## config.mk

```make
export PLATFORM = sky130hd
export DESIGN_NAME = nmea_sentence_framer_core
export DESIGN_NICKNAME = d
export VERILOG_FILES = /design/src/rtl/core/nsf_pkg.sv /design/src/rtl/core/nsf_front.sv /design/src/rtl/core/nsf_queue.sv /design/src/rtl/core/nsf_back.sv /design/src/rtl/core/nmea_sentence_framer_core.sv
export SDC_FILE = /design/constraint.sdc
export NUM_CORES = 1
export LEC_CHECK = 0
export BUFFER_PORTS_ARGS = -buffer_cell sky130_fd_sc_hd__buf_2
export CAP_MARGIN = 20
export CORE_UTILIZATION = 64
export DETAILED_ROUTE_END_ITERATION = 12
export GPL_TIMING_DRIVEN = 0
export PLACE_DENSITY = 0.95
export SYNTH_ARGS = -nofsm -noshare
export SYNTH_HDL_FRONTEND = slang
export SYNTH_SLANG_ARGS = --single-unit
```

## constraint.sdc

```tcl
create_clock -name clk -period 20.1 [get_ports clk]
set_input_delay 1.005 -clock clk [delete_from_list [all_inputs] [get_ports clk]]
set_output_delay 1.005 -clock clk [all_outputs]
set_load 0.1 [all_outputs]
```

## src/rtl/core/nsf_pkg.sv

```systemverilog
// nsf_pkg: shared types, constants and helpers for the sentence framer
`timescale 1ns / 1ps
`default_nettype none

package nsf_pkg;

  // longest sentence kept, '$' included, CR LF excluded
  localparam int unsigned MAX_SENTENCE = 128;
  localparam int unsigned COUNT_W      = 8;

  // decoupling queue between front and back (power of two)
  localparam int unsigned QDEPTH  = 4;
  localparam int unsigned QPTR_W  = $clog2(QDEPTH);
  localparam int unsigned QCNT_W  = QPTR_W + 1;

  // character codes
  localparam logic [7:0] CH_DOLLAR = 8'h24;
  localparam logic [7:0] CH_STAR   = 8'h2A;
  localparam logic [7:0] CH_COMMA  = 8'h2C;
  localparam logic [7:0] CH_CR     = 8'h0D;
  localparam logic [7:0] CH_LF     = 8'h0A;

  // prefix position of the delimiter after the five prefix characters
  localparam logic [COUNT_W-1:0] DELIM_POS = COUNT_W'(6);

  typedef enum logic [2:0] {
    ST_OK       = 3'd0,
    ST_BAD_TAIL = 3'd1,
    ST_MISMATCH = 3'd2,
    ST_BAD_PFX  = 3'd3,
    ST_NO_DATA  = 3'd4,
    ST_TOO_LONG = 3'd5
  } status_t;

  typedef enum logic [1:0] {
    KIND_GGA   = 2'd0,
    KIND_VTG   = 2'd1,
    KIND_GST   = 2'd2,
    KIND_OTHER = 2'd3
  } kind_t;

  // input word
  typedef struct packed {
    logic [7:0] rx_byte;
    logic       discard;
  } in_word_t;

  // result word
  typedef struct packed {
    status_t     status;
    kind_t       sentence_kind;
    logic [39:0] prefix_chars;
    logic [6:0]  data_bytes;
    logic [7:0]  received_checksum;
    logic [7:0]  computed_checksum;
  } out_word_t;

  // classified byte handed from front to back
  typedef struct packed {
    logic [7:0] data;
    logic       discard;
    logic       is_dollar;
    logic       is_cr;
    logic       is_lf;
    logic       is_delim;
  } cls_word_t;

  function automatic logic is_delim(logic [7:0] b);
    return (b == CH_COMMA) || (b == CH_STAR);
  endfunction

endpackage

`default_nettype wire

```

## src/rtl/core/nsf_front.sv

```systemverilog
// nsf_front: classifies each incoming word for the framer back end
`timescale 1ns / 1ps
`default_nettype none

module nsf_front import nsf_pkg::*; (
  input  wire in_word_t  item,
  output cls_word_t      cls
);

  // byte classification
  always_comb begin
    cls.data      = item.rx_byte;
    cls.discard   = item.discard;
    cls.is_dollar = (item.rx_byte == CH_DOLLAR);
    cls.is_cr     = (item.rx_byte == CH_CR);
    cls.is_lf     = (item.rx_byte == CH_LF);
    cls.is_delim  = is_delim(item.rx_byte);
  end

endmodule

`default_nettype wire

```

## src/rtl/core/nsf_queue.sv

```systemverilog
// nsf_queue: short register queue between the front and back parts
`timescale 1ns / 1ps
`default_nettype none

module nsf_queue import nsf_pkg::*; (
  input  wire             clk,
  input  wire             rst,
  input  wire             wr_en,
  input  wire cls_word_t  wr_data,
  output logic            full,
  output logic            valid,
  input  wire             rd_en,
  output cls_word_t       rd_data
);

  cls_word_t          slots [QDEPTH];
  logic [QPTR_W-1:0]  wr_ptr;
  logic [QPTR_W-1:0]  rd_ptr;
  logic [QCNT_W-1:0]  count;
  logic               do_wr;
  logic               do_rd;

  assign full    = (count == QCNT_W'(QDEPTH));
  assign valid   = (count != '0);
  assign do_wr   = wr_en && !full;
  assign do_rd   = rd_en && valid;
  assign rd_data = slots[rd_ptr];

  // storage
  always_ff @(posedge clk) begin
    if (do_wr) begin
      slots[wr_ptr] <= wr_data;
    end
  end

  // pointers and fill count
  always_ff @(posedge clk) begin
    if (rst) begin
      wr_ptr <= '0;
      rd_ptr <= '0;
      count  <= '0;
    end else begin
      if (do_wr) begin
        wr_ptr <= wr_ptr + 1'b1;
      end
      if (do_rd) begin
        rd_ptr <= rd_ptr + 1'b1;
      end
      if (do_wr && !do_rd) begin
        count <= count + 1'b1;
      end else if (do_rd && !do_wr) begin
        count <= count - 1'b1;
      end
    end
  end

  a_count_bound: assert property (@(posedge clk) disable iff (rst)
    count <= QCNT_W'(QDEPTH))
    else $error("queue count beyond depth");

  a_drain: assert property (@(posedge clk) disable iff (rst)
    (do_rd && !do_wr) |=> (count == $past(count) - 1'b1))
    else $error("queue count did not drop on read");

endmodule

`default_nettype wire

```

## src/rtl/core/nsf_back.sv

```systemverilog
// nsf_back: sentence framing, checksum check and result register
`timescale 1ns / 1ps
`default_nettype none

module nsf_back import nsf_pkg::*; (
  input  wire             clk,
  input  wire             rst,
  input  wire             cfg_we,
  input  wire             cfg_data,
  input  wire             q_valid,
  input  wire cls_word_t  q_data,
  output logic            q_rd,
  output out_word_t       result,
  output logic            empty,
  input  wire             pop
);

  // running sentence state
  typedef struct packed {
    logic [COUNT_W-1:0] count;
    logic [7:0]         xsum;
    logic [7:0]         r0;
    logic [7:0]         r1;
    logic [7:0]         r2;
    logic [39:0]        prefix;
    logic               prefix_ok;
    logic               too_long;
  } sent_t;

  logic       report_failures;
  logic       in_sentence;
  logic       in_sentence_next;
  logic       pending_cr;
  logic       pending_cr_next;
  sent_t      st;
  sent_t      st_next;
  sent_t      work;
  logic       res_valid;
  logic       go;
  logic       finish;
  logic       emit;
  out_word_t  fin_word;

  // tail check values
  logic       tail_ok;
  logic       pfx_ok;
  logic       hi_ok;
  logic       lo_ok;
  logic [3:0] hi_val;
  logic [3:0] lo_val;
  logic [7:0] rx_sum;
  logic [7:0] cx_sum;
  logic [7:0] dlen_raw;
  logic [6:0] dlen;
  kind_t      kind;

  function automatic sent_t keep_byte(sent_t s, logic [7:0] b, logic delim);
    sent_t r;
    r = s;
    if (s.count >= COUNT_W'(MAX_SENTENCE)) begin
      r.too_long = 1'b1;
    end else begin
      if (s.count >= COUNT_W'(1) && s.count <= COUNT_W'(5)) begin
        r.prefix = {s.prefix[31:0], b};
        if (delim) begin
          r.prefix_ok = 1'b0;
        end
      end else if (s.count == DELIM_POS) begin
        if (!delim) begin
          r.prefix_ok = 1'b0;
        end
      end
      r.xsum  = s.xsum ^ b;
      r.r2    = s.r1;
      r.r1    = s.r0;
      r.r0    = b;
      r.count = s.count + 1'b1;
    end
    return r;
  endfunction

  // hex digit value, {valid, value}
  function automatic logic [4:0] hex_digit(logic [7:0] c);
    logic [4:0] v;
    v = '0;
    if (c >= 8'h30 && c <= 8'h39) begin
      v = {1'b1, c[3:0]};
    end else if ((c >= 8'h41 && c <= 8'h46) || (c >= 8'h61 && c <= 8'h66)) begin
      v = {1'b1, c[3:0] + 4'd9};
    end
    return v;
  endfunction

  function automatic kind_t classify(logic [39:0] p);
    kind_t k;
    k = KIND_OTHER;
    if (p[39:32] == "G" &&
        (p[31:24] == "P" || p[31:24] == "L" || p[31:24] == "A" || p[31:24] == "N")) begin
      if (p[23:0] == "GGA") begin
        k = KIND_GGA;
      end else if (p[23:0] == "VTG") begin
        k = KIND_VTG;
      end else if (p[23:0] == "GST") begin
        k = KIND_GST;
      end
    end
    return k;
  endfunction

  // a word moves on while the result register is free or drains this cycle
  assign go    = q_valid && (!res_valid || pop);
  assign q_rd  = go;
  assign empty = !res_valid;

  // end of sentence evaluation
  always_comb begin
    tail_ok  = (st.count >= COUNT_W'(4)) && (st.r2 == CH_STAR) &&
               (st.r1 != CH_STAR) && (st.r0 != CH_STAR);
    pfx_ok   = st.prefix_ok && (st.count >= COUNT_W'(7));
    {hi_ok, hi_val} = hex_digit(st.r1);
    {lo_ok, lo_val} = hex_digit(st.r0);
    rx_sum   = {hi_val, lo_val};
    cx_sum   = st.xsum ^ st.r2 ^ st.r1 ^ st.r0;
    dlen_raw = st.count - COUNT_W'(10);
    if (st.count > COUNT_W'(10)) begin
      dlen = (dlen_raw > 8'd127) ? 7'd127 : dlen_raw[6:0];
    end else begin
      dlen = '0;
    end
    kind = pfx_ok ? classify(st.prefix) : KIND_OTHER;

    fin_word.sentence_kind     = kind;
    fin_word.prefix_chars      = st.prefix;
    fin_word.data_bytes        = '0;
    fin_word.received_checksum = '0;
    fin_word.computed_checksum = '0;
    if (st.too_long) begin
      fin_word.status = ST_TOO_LONG;
    end else if (!tail_ok) begin
      fin_word.status = ST_BAD_TAIL;
    end else begin
      fin_word.data_bytes        = dlen;
      fin_word.received_checksum = rx_sum;
      fin_word.computed_checksum = cx_sum;
      if (!hi_ok || !lo_ok || rx_sum != cx_sum) begin
        fin_word.status = ST_MISMATCH;
      end else if (!pfx_ok) begin
        fin_word.status = ST_BAD_PFX;
      end else if (st.count <= COUNT_W'(10)) begin
        fin_word.status = ST_NO_DATA;
      end else begin
        fin_word.status = ST_OK;
      end
    end
  end

  // framing step for one word
  always_comb begin
    st_next          = st;
    in_sentence_next = in_sentence;
    pending_cr_next  = pending_cr;
    finish           = 1'b0;
    work             = st;
    if (go) begin
      if (q_data.discard) begin
        in_sentence_next = 1'b0;
        pending_cr_next  = 1'b0;
      end else if (!in_sentence) begin
        if (q_data.is_dollar) begin
          in_sentence_next  = 1'b1;
          pending_cr_next   = 1'b0;
          st_next           = '0;
          st_next.count     = COUNT_W'(1);
          st_next.prefix_ok = 1'b1;
        end
      end else begin
        // a held CR is either the end marker or ordinary payload
        if (pending_cr) begin
          if (q_data.is_lf) begin
            finish = 1'b1;
          end else begin
            work            = keep_byte(work, CH_CR, 1'b0);
            pending_cr_next = 1'b0;
          end
        end
        if (finish) begin
          in_sentence_next = 1'b0;
          pending_cr_next  = 1'b0;
        end else begin
          if (q_data.is_cr) begin
            pending_cr_next = 1'b1;
          end else begin
            work = keep_byte(work, q_data.data, q_data.is_delim);
          end
          st_next = work;
        end
      end
    end
    emit = finish && ((fin_word.status == ST_OK) || report_failures);
  end

  // config register and framer state
  always_ff @(posedge clk) begin
    if (rst) begin
      report_failures <= 1'b0;
      in_sentence     <= 1'b0;
      pending_cr      <= 1'b0;
      st              <= '0;
    end else begin
      if (cfg_we) begin
        report_failures <= cfg_data;
      end
      in_sentence <= in_sentence_next;
      pending_cr  <= pending_cr_next;
      st          <= st_next;
    end
  end

  // result register
  always_ff @(posedge clk) begin
    if (rst) begin
      res_valid <= 1'b0;
    end else if (go) begin
      res_valid <= emit;
    end else if (pop) begin
      res_valid <= 1'b0;
    end
  end

  always_ff @(posedge clk) begin
    if (go && emit) begin
      result <= fin_word;
    end
  end

  a_cr_in_sentence: assert property (@(posedge clk) disable iff (rst)
    pending_cr |-> in_sentence)
    else $error("pending CR outside a sentence");

  a_count_range: assert property (@(posedge clk) disable iff (rst)
    in_sentence |-> (st.count >= COUNT_W'(1) && st.count <= COUNT_W'(MAX_SENTENCE)))
    else $error("sentence byte count out of range");

  a_no_overwrite: assert property (@(posedge clk) disable iff (rst)
    (res_valid && !pop) |=> (res_valid && $stable(result)))
    else $error("result register overwritten before pop");

endmodule

`default_nettype wire

```

## src/rtl/core/nmea_sentence_framer_core.sv

```systemverilog
// nmea_sentence_framer_core: top level of the NMEA sentence framer
`timescale 1ns / 1ps
`default_nettype none

// Byte-serial NMEA 0183 sentence framer. Push one word per clock (a received
// byte, or a discard that drops any partial sentence); the block hunts for '$',
// gathers bytes up to CR LF, checks the '*hh' tail against the XOR of the body,
// checks and classes the five-character prefix and pops out one status word per
// sentence (failures only when report_failures is set). Sustained rate is one
// word per clock while results are popped: a classifier feeds a four-word queue,
// and the framer back end retires one queued word per cycle whenever its result
// register is empty or is being popped. A sentence's LF passes through the queue
// and its status word is then registered in the result register; full rises only
// when the back end is held by an unpopped result.
module nmea_sentence_framer_core import nsf_pkg::*; (
  input  wire             clk,
  input  wire             rst,
  input  wire in_word_t   item,
  input  wire             push,
  output logic            full,
  output out_word_t       result,
  output logic            empty,
  input  wire             pop,
  input  wire             cfg_we,
  input  wire             cfg_data
);

  cls_word_t  cls;
  cls_word_t  q_data;
  logic       q_valid;
  logic       q_rd;

  // classifier
  nsf_front u_front (
    .item (item),
    .cls  (cls)
  );

  // decoupling queue
  nsf_queue u_queue (
    .clk     (clk),
    .rst     (rst),
    .wr_en   (push),
    .wr_data (cls),
    .full    (full),
    .valid   (q_valid),
    .rd_en   (q_rd),
    .rd_data (q_data)
  );

  // framer back end
  nsf_back u_back (
    .clk      (clk),
    .rst      (rst),
    .cfg_we   (cfg_we),
    .cfg_data (cfg_data),
    .q_valid  (q_valid),
    .q_data   (q_data),
    .q_rd     (q_rd),
    .result   (result),
    .empty    (empty),
    .pop      (pop)
  );

endmodule

`default_nettype wire
```

# Word level (Yosys, flattened, before mapping)
# Memories as Yosys holds them, arrays and structs flattened. A register that Yosys moved wholly into a read port is not among the register bits.
# Cells that the tools add are included.
# totals
register_bits	161
memories	1
ram_bits	52
elab_cells	189
out_inout_bits	70
in_bits	15
# classes
n_reduce_logical	47
add_sub_neg	9
n_mux	59
order_cmp	23
n_bitwise	8
n_eq_ne	21
# mem_list
memory	depth	word_bits	rd	rd_clocked_by_memory_dff	wr	line	text
u_queue.slots	4	13	1	1	1	nsf_queue.sv:16	cls_word_t slots [QDEPTH];
# ops
operator	count
82-bit two-way mux	9
81-bit two-way mux	2
40-bit two-way mux	2
24-bit by 23-bit == test with 1-bit output (second input constant)	3
8-bit by 7-bit == test with 1-bit output (second input constant)	5
8-bit by 6-bit == test with 1-bit output (second input constant)	4
8-bit by 7-bit >= comparator with 1-bit output (second input constant)	4
8-bit by 7-bit <= comparator with 1-bit output (second input constant)	4
8-bit XOR	4
1-bit two-way mux	30
3-bit two-way mux	7
1-bit logical AND	20
5-bit two-way mux	4
8-bit by 1-bit adder with 8-bit output (second input constant)	2
8-bit by 3-bit == test with 1-bit output (second input constant)	2
8-bit by 4-bit == test with 1-bit output (second input constant)	2
8-bit by 1-bit >= comparator with 1-bit output (second input constant)	2
8-bit by 3-bit >= comparator with 1-bit output (second input constant)	2
8-bit by 6-bit >= comparator with 1-bit output (second input constant)	2
8-bit >= comparator (second input constant)	2
8-bit by 3-bit <= comparator with 1-bit output (second input constant)	2
8-bit by 6-bit <= comparator with 1-bit output (second input constant)	2
8-bit by 6-bit inequality test with 1-bit output (second input constant)	2
1-bit logical OR	10
other kinds (23)	39

# Logic depth before layout (Yosys ltp)
# Gate-level depths: netlist (run 1).
# logic_depth
ltp_word	16
depth_mapped	14
depth_no_buf	11

# By module
# A second synthesis (run 1) with hierarchy kept.
# hier_totals
cells_unflattened	1009
area_unflattened_um2	10657.7
# modules_own_cells
mod	seq_area_each_um2	n_inst	cells_per_inst	area_per_inst_um2
nsf_back	3763.6	1	874	8147.8
nsf_queue	1741.7	1	115	2353.5
nsf_front	0.0	1	20	156.4

# Worst setup path after synthesis (run 1)
# Ideal clock, no wire load.
# synth_path
kind	reg-to-reg
start	register u_back.st[59] (netlist bit)
end	register, netlist name u_back.result[0]
synth_period_minus_slack_ns	7.457
setup_time_ns	0.588
required_time_ns	19.512
n_path_buf	1
path_slack_ns	12.643
path_stages_with_launch	11
t_arrival_ns	6.869
cell_sequence	dfxtp_1 > clkbuf_1 > inv_1 > ha_1 > nor3b_1 > nor4bb_1 > a31oi_1 > xor2_1 > nor4_1 > nand4b_1 > o21ai_0
# synth_between
elab_chain_len	15
word_cells_on_any_way	27
cone_classes	1 x add/sub; 6 x order compare; 2 x eq/ne; 5 x mux; 1 x bitwise; 12 x reduce/logical
# synth_rtl
element	line	text
start: declaration	nsf_back.sv:35	sent_t st;
start signal: assignment	nsf_back.sv:215	st <= st_next;
branches (longest 9 deep; another with 8-bit by 7-bit >= comparator with 1-bit output)	--	
3-bit two-way mux (*)	nsf_back.sv:139	end else if (!tail_ok) begin
3-bit two-way mux (*)	nsf_back.sv:137	if (st.too_long) begin
3-bit logical NOT (*)	nsf_back.sv:199	emit = finish && ((fin_word.status == ST_OK) || report_failures);
1-bit logical OR (*)	nsf_back.sv:199	
1-bit logical AND (*)	nsf_back.sv:199	
1-bit logical AND (*)	nsf_back.sv:231	if (go && emit) begin
# Mark *: on every way between the ends.
# A chain may end at the register's enable or synchronous reset.

==> run metrics, run 1 <==
DIE HEIGHT=128 µm; crit start category=flip-flop; detailed-route vias per instance=6.43; layout cell share with drive strength beyond 1=17.3%; Tightest Pin Transition=0.790 ns; gp weighted congestion=0.951; FP Rows=45; maximum clock insertion buffer count=3; layout overhead on the synthesized area=14.0%; number of buffers created by CTS=21; Root Driver=sky130_fd_sc_hd__clkbuf_16; R2R Path End=u_back.fin_word[56]; clock network latency to the later pin of the worst-skew pair=0.51 ns; fraction of registers with async set/reset=0%; WL/cell=19.9 µm; Post-Synthesis Net Count=937; Worst R2R Path Depth=12; capturing element type of the critical path=flip-flop; met2 routing resource usage after global routing=52.3%; clock tree skew after final layout=0.0146 ns; cell area after technology mapping=10200 µm²; Max FO, Critical Path=10; Placed Instance Area=10900 µm²; pin count of the biggest net entering global routing=36; number of DRC violations after detailed routing=0; Highest Clock Rate=257 MHz; total negative slack=0 ns; area enclosed by the die boundary=16500 µm²; I/O pin cnt=85; Vias=7921; Static Leak=4.19 nW; Detail Placement HPWL=16500 µm; Worst EP arrival=4.28 ns; Synth Flop Type=sky130_fd_sc_hd__edfxtp_1; max-cap violation count=0; Mapped Avg Cell Area=11.4 µm²; most repeated cell in the gate-level netlist after synthesis=sky130_fd_sc_hd__edfxtp_1; met1 demand-to-capacity share in global routing=35.7%; power per cell area=98.9 nW/µm²; sequential-to-total area share from yosys stat=53.9%; total grt overflow=0; global-route track usage on met3=6.72%; number of distinct standard cells referenced by the synthesized netlist=82; wire length after detailed routing=24500 µm; Core Area=15400 µm²; hold violation total from the final report=0; minimum hold slack=0.430 ns; count of flip-flops with a built-in enable after synthesis=120; Port-buffer cells=84; top cells by count, synth=sky130_fd_sc_hd__edfxtp_1, sky130_fd_sc_hd__dfxtp_1, sky130_fd_sc_hd__nor2_1, sky130_fd_sc_hd__nand2_1, sky130_fd_sc_hd__a21oi_1; max_slew headroom=47.1%; die extent in x=128 µm; register clock-pin slew on the reported worst setup and hold paths=0.06 ns; All-Layer GR Usage=30.3%; setup slack of the critical path after layout=16.21 ns; Detail Route Antenna Nets=0; TritonCTS clock tree=done; DRT iter0 DRCs=1096; IR drop worst, VDD=0.000142 V; setup repair after global routing missed its margin=false; flop2flop setup slack=16.21 ns; fraction of post-synthesis cell area in the top cell type by area=35.3%; number of clock sinks=215; data required time at the worst endpoint=20.49 ns; Nets=1046; Slew Limit Fails=0; Antenna Cells=0; critical path capture point=u_back.fin_word[56]; final cycle utilization of the critical path=19.4%; starting density of the core=66.4%; final setup violation count=0; global-route wire length before repair=38800 µm; buffer count from post-CTS setup fixing=0; yosys warns=0; via count of the first global-routing pass=7649; worst hold-check path type=flip-flop to flip-flop; register bit count reported by yosys=215; number of H-tree levels=1; cells resized by post-CTS repair=0; Mapped Cells=896; number of iterations in the first detailed-routing pass=9; final critical-path required period=3.89 ns; initial antenna violation count=0; most utilized layer in the global route result=met2; result of the run=complete, no violations; category of the most critical setup path=flip-flop to flip-flop; largest area contributor in the synthesized netlist=sky130_fd_sc_hd__edfxtp_1; leading cell types by total area after synthesis=sky130_fd_sc_hd__edfxtp_1, sky130_fd_sc_hd__dfxtp_1, sky130_fd_sc_hd__nor2_1, sky130_fd_sc_hd__xnor2_1, sky130_fd_sc_hd__ha_1; final std cell area, no fill=11600 µm²; hold buffers post-CTS=0; dpl ws=16.29 ns
## critical path, cell delays in order (launching register included)
cell	delay, ns
sky130_fd_sc_hd__dfxtp_1	0.34
sky130_fd_sc_hd__buf_6	0.14
sky130_fd_sc_hd__mux4_2	0.51
sky130_fd_sc_hd__buf_6	0.16
sky130_fd_sc_hd__nor2_1	0.44
sky130_fd_sc_hd__nor2_1	0.08
sky130_fd_sc_hd__a21oi_1	0.33
sky130_fd_sc_hd__ha_1	0.28
sky130_fd_sc_hd__xnor3_1	0.36
sky130_fd_sc_hd__o2111ai_4	0.37
sky130_fd_sc_hd__nor3_2	0.15
sky130_fd_sc_hd__buf_2	0.23
sky130_fd_sc_hd__a221o_1	0.39
## state kept, by name, summed over array words and instances (netlist names), named ones only
register,count
u_back.result,68
u_queue.slots,52
u_back.st,42
u_back.fin_word,40
u_queue.count,3
u_queue.rd_ptr,2
u_queue.wr_ptr,2
u_back.in_sentence,1
u_back.pending_cr,1
u_back.report_failures,1
u_back.res_valid,1
## where the power goes
| part | switching, W | internal, W | leakage, nW |
|---|---|---|---|
| logic | 0.000164 | 0.0000893 | 1.92 |
| clock network | 0.000167 | 0.000231 | 0.333 |
| registers | 0.0000155 | 0.000484 | 1.94 |
| total | 0.000347 | 0.000804 | 4.19 |
## cells in the final DEF, fill, tap and decap left out, drive strengths merged, types with 5 or more instances in the layout
master,n
a211oi,5
a21boi,5
a21oi,45
a221o,25
a222oi,8
a22o,14
a22oi,12
a2bb2oi,9
a31oi,7
and2,7
and3,5
buf,107
clkbuf,60
dfxtp,95
edfxtp,120
ha,25
inv,22
mux2i,12
mux4,13
nand2,53
nand2b,5
nand3,15
nand4,5
nor2,96
nor2b,38
nor3,13
nor3b,5
nor4,8
nor4b,8
o211ai,10
o21ai,28
or2,9
xnor2,39
xor2,20
## final cells by class
type / instances / area (µm²)
inverters: 21 / 78.8
clock buffers: 27 / 581
clock inverters: 11 / 113
fillers: 936 / 3730
flip-flops and latches: 215 / 5510
well taps: 211 / 264
repair buffers: 86 / 460
multi-input cells: 606 / 4370
plain buffers: 54 / 274
## worst min-delay path by stage
stage,endpoint,from,cells after the start,slack [ns]
global placement,u_back.result[25],u_back.fin_word[25],0,0.41
detailed placement,u_back.result[25],u_back.fin_word[25],0,0.42
floorplan,u_back.result[25],u_back.fin_word[25],0,0.41
finish,u_back.result[25],u_back.fin_word[25],0,0.43
global route,u_back.result[25],u_back.fin_word[25],0,0.44
CTS,u_back.result[25],u_back.fin_word[25],0,0.43
## layer usage
layer	vias up	part of all wire, %
met5	-	0
met4	0	4.3
met3	99	9.7
met2	524	49
met1	3727	37
li1	3571	-
## metrics by stage
step	total power (W)	cells	util (%)
finish	0.00115	1231	75.7
global route	0.00119	1231	75.7
CTS	0.00115	1231	75.7
detailed placement	0.000753	1193	71.2
global placement	0.000744	1191	70.9
floorplan	0.000690	896	-
## cell families (layout without fill, tap and decap cells)
group / count (synthesis) / in the layout / share of synthesized area, %
AOI/OAI and AO/OA: 203 / 203 / 14.9
xor gates and xnor gates: 60 / 60 / 5.28
adders and majority gates: 26 / 26 / 3.26
buffers and inverters: 75 / 199 / 3.45
DFF: 215 / 215 / 53.9
muxes: 26 / 26 / 4.15
and+or+nand+nor: 291 / 291 / 15.0
No activity file was read; power rests on OpenSTA's default activity.
==> run 2: changes to the inputs <==
--- a/config.mk
+++ b/config.mk
@@ -7,10 +7,10 @@
 export LEC_CHECK = 0
 export BUFFER_PORTS_ARGS = -buffer_cell sky130_fd_sc_hd__buf_2
 export CAP_MARGIN = 20
-export CORE_UTILIZATION = 64
+export CORE_UTILIZATION = 54
 export DETAILED_ROUTE_END_ITERATION = 12
 export GPL_TIMING_DRIVEN = 0
-export PLACE_DENSITY = 0.95
+export PLACE_DENSITY = 0.88
 export SYNTH_ARGS = -nofsm -noshare
 export SYNTH_HDL_FRONTEND = slang
 export SYNTH_SLANG_ARGS = --single-unit
==> constraint.sdc (replaced) <==
create_clock -name clk -period 3.29 [get_ports clk]
set_input_delay 0.1645 -clock clk [delete_from_list [all_inputs] [get_ports clk]]
set_output_delay 0.1645 -clock clk [all_outputs]
set_load 0.1 [all_outputs]
==> run 2 against run 1 <==
Compared with the run above:
- highest routed layer unchanged
- final cell count increased by 3.7%
- final area increased by 4.9%
- clock-buffer cell count increased by 3
- flip-flop and latch count unchanged
- routed wire length rose by 1.9%
- the flow now finishes with violations (negative setup slack)
- combinational power rose to 6.7 times the previous value
- critical path depth grew 1
- sequential share of layout area decreased by 2.2 points
- via count rose by 0.27%
- clock power grew to 6.8 times the previous value
==> run metrics, run 2 (synthesis gave the netlist of run 1 again) <==
flop2flop setup slack=-0.005 ns (-16.21 ns); setup repair after global routing missed its margin=true; crit start category=flip-flop; result of the run=finished, violations left; IR drop worst, VDD=0.000459 V (+220%); FP Rows=49 (+8.9%); number of DRC violations after detailed routing=0 (unchanged); number of H-tree levels=1 (unchanged); Port-buffer cells=84 (unchanged); R2R Path End=u_back.fin_word[56]; registers with the most flip-flops=u_back.result x68, u_queue.slots x52, u_back.st x42; final setup violation count=1 (+1); final cycle utilization of the critical path=100% (+81 points); number of buffers created by CTS=23 (+9.5%); Detail Route Antenna Nets=0 (unchanged); worst min-delay path endpoint=u_back.st[1]; fill cell count=1284 (+37%); Slew Limit Fails=0 (unchanged); area of combinational cells with multiple inputs=4480 µm² (+2.6%); most common cell after layout, fill and taps aside=sky130_fd_sc_hd__edfxtp_1; Static Leak=4.45 nW (+6.1%); area enclosed by the die boundary=19500 µm² (+18%); Worst R2R Path Depth=13 (+1); category of the most critical setup path=flip-flop to flip-flop; power per cell area=611 nW/µm² (+520%); highest-count cells in the layout ignoring fill and taps=sky130_fd_sc_hd__edfxtp_1, sky130_fd_sc_hd__nor2_1, sky130_fd_sc_hd__buf_2; gp weighted congestion=0.914 (-3.9%); setup slack of the critical path after layout=-0.00521 ns (-16.21 ns); DRT iter0 DRCs=862 (-21%); Core Area=18300 µm² (+19%); Detail Placement HPWL=16600 µm (+0.92%); startpoint of the most critical hold path=rst; die extent in x=140 µm (+8.7%); DIE HEIGHT=140 µm (+8.7%); Placed Instances=1211 (+1.5%); Max FO, Critical Path=7 (-3); wire length after detailed routing=25000 µm (+1.9%); layout overhead on the synthesized area=19.6%; WL/cell=19.6 µm (-1.8%); layout cell share with drive strength beyond 1=22.2% (+5.0 points); Tightest Pin Transition=0.801 ns (+0.0104 ns); worst hold-check path type=input pin to flip-flop; via count of the first global-routing pass=7647 (-0.026%); Highest Clock Rate=303 MHz (+18%); maximum clock insertion buffer count=3 (unchanged); Hold Path Stages=4 (+4); final critical-path required period=3.30 ns (-0.595 ns); filler-free cell count of the finished design=1277 (+3.7%); capturing element type of the critical path=flip-flop; max-cap violation count=0 (unchanged); total negative slack=-0.00521 ns (-0.00521 ns); register clock-pin slew on the reported worst setup and hold paths=0.07 ns (about the same); violated checks=negative setup slack; total grt overflow=0 (unchanged); initial antenna violation count=0 (unchanged); starting density of the core=55.9% (-11 points); global-route wire length before repair=39400 µm (+1.6%); Antenna Cells=0 (unchanged); clock network latency to the later pin of the worst-skew pair=0.52 ns (about the same); pin count of the biggest net entering global routing=35 (-2.8%); clock tree skew after final layout=0.0151 ns (+0.000516 ns); flip-flop count of the largest register after layout=68 (unchanged); max_slew headroom=46.4% (-0.70 points); TritonCTS clock tree=done; data required time at the worst endpoint=3.68 ns (-16.81 ns); hold violation total from the final report=0 (unchanged); I/O pin cnt=85 (unchanged); number of iterations in the first detailed-routing pass=12 (+3); Vias=7942 (+0.27%); register bank with the most flops=u_back.result; All-Layer GR Usage=25.3% (-5.0 points); detailed-route vias per instance=6.22 (-3.3%); number of clock sinks=215 (unchanged); Worst EP arrival=3.69 ns (-0.59 ns); Root Driver=sky130_fd_sc_hd__clkbuf_16; register area=5510 µm² (+0.14%); Nets=1072 (+2.5%)
[run 2: per-layer routing]
layer  wire length, µm  GRT usage (%)  vias to the layer above
li1                  -              -                     3618
met1              9900           32.1                     3782
met2             12200           43.5                      451
met3              2070           4.40                       91
met4               823           9.30                        0
met5                 0              0                        -
[run 2: where the power goes]
part	internal [W]	leakage [nW]	switching (W)
Sequential	0.00296	1.94	0.000107
Combinational	0.000644	2.12	0.00106
Clock	0.00163	0.388	0.00106
[run 2: per-stage QoR]
step	cell area, µm²	setup WS [ns]	power (W)	util, %	hold slack [ns]
finish	12200	-0.00521	0.00747	66.9	0.151
global route	12200	-0.0739	0.00772	66.9	0.155
CTS	12000	0.000468	0.00733	65.9	0.134
detailed placement	11100	-0.357	0.00462	60.6	0.407
global placement	11000	-0.856	0.00456	60.3	0.387
floorplan	10300	-0.0879	0.00423	-	0.263
[run 2: repair_timing]
item | in CTS | in global routing
hold buffers | 11 | 0
endpoints found under the hold margin | 37 | 0
gates cloned | 0 | 2
setup endpoints to repair | 74 | 111
gates resized for setup | 7 | 18
setup buffers | 6 | 10
pin swaps | 5 | 11
[run 2: final cells by class]
type,instances,share of cell area [%]
Timing Repair Buffer,114,6.06
Clock buffer,30,5.27
Sequential cell,215,45.1
Buffer,50,2.53
Multi-Input combinational cell,606,36.7
Inverter,21,0.707
Clock inverter,12,1.28
Tap cell,229,2.35
[run 2: worst max-delay path by stage]
stage | from | endpoint | cells past startpoint
global placement | u_back.st[55] | u_back.result[18] | 8
detailed placement | flip-flop | u_back.fin_word[60] | 12
floorplan | u_back.st[58] | u_back.result[0] | 10
CTS | flip-flop | u_back.fin_word[56] | 13
finish | flip-flop | u_back.fin_word[56] | 13
global route | flip-flop | u_back.fin_word[56] | 13
[run 2: critical path, cell delays in order, from the launching register on]
cell	delay (ns)
sky130_fd_sc_hd__dfxtp_2	0.32
sky130_fd_sc_hd__buf_6	0.12
sky130_fd_sc_hd__mux4_2	0.55
sky130_fd_sc_hd__buf_8	0.16
sky130_fd_sc_hd__nor2_4	0.17
sky130_fd_sc_hd__nor2_2	0.05
sky130_fd_sc_hd__a21oi_2	0.17
sky130_fd_sc_hd__ha_2	0.23
sky130_fd_sc_hd__xnor3_1	0.27
sky130_fd_sc_hd__o2111ai_4	0.42
sky130_fd_sc_hd__o21ai_2	0.12
sky130_fd_sc_hd__buf_6	0.16
sky130_fd_sc_hd__buf_8	0.12
sky130_fd_sc_hd__a221o_1	0.33
==> run 3: changes to the inputs <==
--- a/config.mk
+++ b/config.mk
@@ -10,6 +10,7 @@
 export CORE_UTILIZATION = 54
 export DETAILED_ROUTE_END_ITERATION = 12
 export GPL_TIMING_DRIVEN = 0
+export MAX_ROUTING_LAYER = met4
 export PLACE_DENSITY = 0.88
 export SYNTH_ARGS = -nofsm -noshare
 export SYNTH_HDL_FRONTEND = slang
==> run 3 against run 2 <==
Compared with the run above:
- the run now ends clean
- clock skew up 0.012 ns
- final cell count about the same
- power down 0.78%
- final area down 0.24%
- maximum frequency up 1.4%
- sequential share of layout area up 0.11 points
- clock-buffer cell count up 2
- core utilization down 0.16 points
- flip-flop and latch count unchanged
- routed wire length down 1.3%
- critical path type unchanged
==> run metrics, run 3 (synthesis gave the netlist of run 1 again) <==
max_slew headroom=52.8% (+6.4 points); Static Leak=4.46 nW (+0.20%); Nets=1074 (+0.19%); worst hold-check path type=input pin to flip-flop; Detail Route Antenna Nets=0 (unchanged); total power=0.00741 W (-0.78%); number of iterations in the first detailed-routing pass=5 (-7); hold violation total from the final report=0 (unchanged); number of buffers created by CTS=22 (-4.3%); clock tree skew after final layout=0.0272 ns (+0.0121 ns); crit start category=flip-flop; result of the run=complete, no violations; die extent in x=140 µm (unchanged); gp weighted congestion=0.909 (-0.59%); flip-flop count of the largest register after layout=68 (unchanged); pin count of the biggest net entering global routing=35 (unchanged); Detail Placement HPWL=16500 µm (-0.63%); DIE HEIGHT=140 µm (unchanged); maximum clock insertion buffer count=3 (unchanged); final setup violation count=0 (-1); Highest Clock Rate=308 MHz (+1.4%); top layer reached by signal wires=met4; utilization of the core after routing=66.7% (-0.16 points); WL/cell=19.3 µm (-1.4%); starting density of the core=55.9% (unchanged); Core Area=18300 µm² (unchanged); switching share of total power=29.7% (-0.19 points); DRT iter0 DRCs=883 (+2.4%); minimum hold slack=0.131 ns (-0.0208 ns); register clock-pin slew on the reported worst setup and hold paths=0.06 ns (about the same); total grt overflow=0 (unchanged); Placed Instances=1211 (unchanged); global-route wire length before repair=38900 µm (-1.4%); max-cap violation count=0 (unchanged); Internal Power=0.00521 W (-0.50%); Slew Limit Fails=0 (unchanged); Max FO, Critical Path=8 (+1); wire length after detailed routing=24700 µm (-1.3%); fill cell count=1314 (+2.3%); Switch Pwr=0.00220 W (-1.4%); FP Rows=49 (unchanged); Tightest Pin Transition=0.706 ns (-0.0951 ns); TritonCTS clock tree=done; number of clock sinks=215 (unchanged); layout cell share with drive strength beyond 1=22.2% (about the same); number of H-tree levels=1 (unchanged); Port-buffer cells=84 (unchanged); initial antenna violation count=0 (unchanged); startpoint of the most critical hold path=pop; clock network latency to the later pin of the worst-skew pair=0.53 ns (about the same); sum of met2 wire segment lengths after detailed routing=11900 µm (-2.6%); filler-free cell count of the finished design=1278 (+0.078%); category of the most critical setup path=flip-flop to flip-flop; IR drop worst, VDD=0.000574 V (+25%); Antenna Cells=0 (unchanged); most common cell after layout, fill and taps aside=sky130_fd_sc_hd__edfxtp_1; area enclosed by the die boundary=19500 µm² (unchanged); Vias=7943 (+0.013%); capturing element type of the critical path=flip-flop; Root Driver=sky130_fd_sc_hd__clkbuf_16; final cycle utilization of the critical path=98.8% (-1.4 points); data required time at the worst endpoint=3.70 ns (+0.02 ns); layout overhead on the synthesized area=19.3%; register bank with the most flops=u_back.result; detailed-route vias per instance=6.22 (about the same); Worst EP arrival=3.66 ns (-0.03 ns); total met3 wirelength after detailed routing=2170 µm (+4.9%); I/O pin cnt=85 (unchanged); DRT met1 WL=9790 µm (-1.1%); clock network fraction of total power=35.4% (-0.6 points); highest-count cells in the layout ignoring fill and taps=sky130_fd_sc_hd__edfxtp_1, sky130_fd_sc_hd__nor2_1, sky130_fd_sc_hd__buf_2; registers with the most flip-flops=u_back.result x68, u_queue.slots x52, u_back.st x42; power per cell area=608 nW/µm² (-0.54%); number of DRC violations after detailed routing=0 (unchanged); combinational power share=23.2% (+0.3 points); via count of the first global-routing pass=7520 (-1.7%); All-Layer GR Usage=25.9% (+0.61 points); final critical-path required period=3.25 ns (-0.0451 ns); relative contribution of sequential cells to total power=41.4% (+0.3 points)
## run 3: final timing paths
path	end	slack, ns	cells past startpoint
worst max-delay path	u_back.fin_word[47]	0.04	13
worst max register to register	u_back.fin_word[47]	0.04	13
worst min register to register	u_back.result[25]	0.44	0
worst min-delay path	u_back.res_valid	0.13	4
## run 3: power by group through the flow
stage	registers, W	logic [W]	clock network (W)
floorplan	0.00308	0.00115	0
CTS	0.00306	0.00157	0.00263
detailed placement	0.00311	0.00150	0
finish	0.00307	0.00172	0.00262
global placement	0.00310	0.00146	0
global route	0.00308	0.00184	0.00276
## run 3: cell type report
| class | count | area, µm² | share of cell area, % |
|---|---|---|---|
| sequential | 215 | 5510 | 45.2 |
| multi-input combinational | 606 | 4480 | 36.8 |
| timing repair buffer | 117 | 744 | 6.11 |
| clock buffer | 32 | 671 | 5.50 |
| buffer | 50 | 299 | 2.45 |
| tap | 229 | 287 | 2.35 |
| clock inverter | 8 | 105 | 0.863 |
| inverter | 21 | 86.3 | 0.708 |
## run 3: metal layers
layer / global-route usage, % / vias to the layer above
met5: - / -
met4: 9.77 / 0
met3: 5.02 / 64
met2: 42.3 / 429
met1: 32.0 / 3813
li1: - / 3637
## run 3: stage by stage
step           instance area (µm²)  setup WS (ns)  setup TNS, ns
2_1_floorplan                10300        -0.0879          -5.98
5_1_grt                      12200        -0.0455         -0.551
6_report                     12200         0.0399              0
4_1_cts                      12000        0.00700              0
3_3_place_gp                 11000         -0.846         -64.93
3_5_place_dp                 11100         -0.333         -18.29
## run 3: what timing repair did
item / in CTS / in global routing
buffers inserted: 6 / 13
pin swaps: 5 / 8
hold buffers: 11 / 0
resized for setup: 7 / 18
cloned: 2 / 0
endpoints found under the hold margin: 37 / 0
endpoints found under the setup margin: 75 / 106
## run 3: critical path: stages (launching register included)
cell                        delay [ns]
sky130_fd_sc_hd__dfxtp_2          0.33
sky130_fd_sc_hd__buf_6            0.10
sky130_fd_sc_hd__mux4_2           0.50
sky130_fd_sc_hd__buf_8            0.15
sky130_fd_sc_hd__buf_12           0.13
sky130_fd_sc_hd__nor3_1           0.43
sky130_fd_sc_hd__mux2i_1          0.38
sky130_fd_sc_hd__o2111ai_4        0.18
sky130_fd_sc_hd__buf_12           0.18
sky130_fd_sc_hd__a31oi_4          0.16
sky130_fd_sc_hd__buf_4            0.17
sky130_fd_sc_hd__buf_6            0.13
sky130_fd_sc_hd__nor2b_2          0.05
sky130_fd_sc_hd__a221o_1          0.27
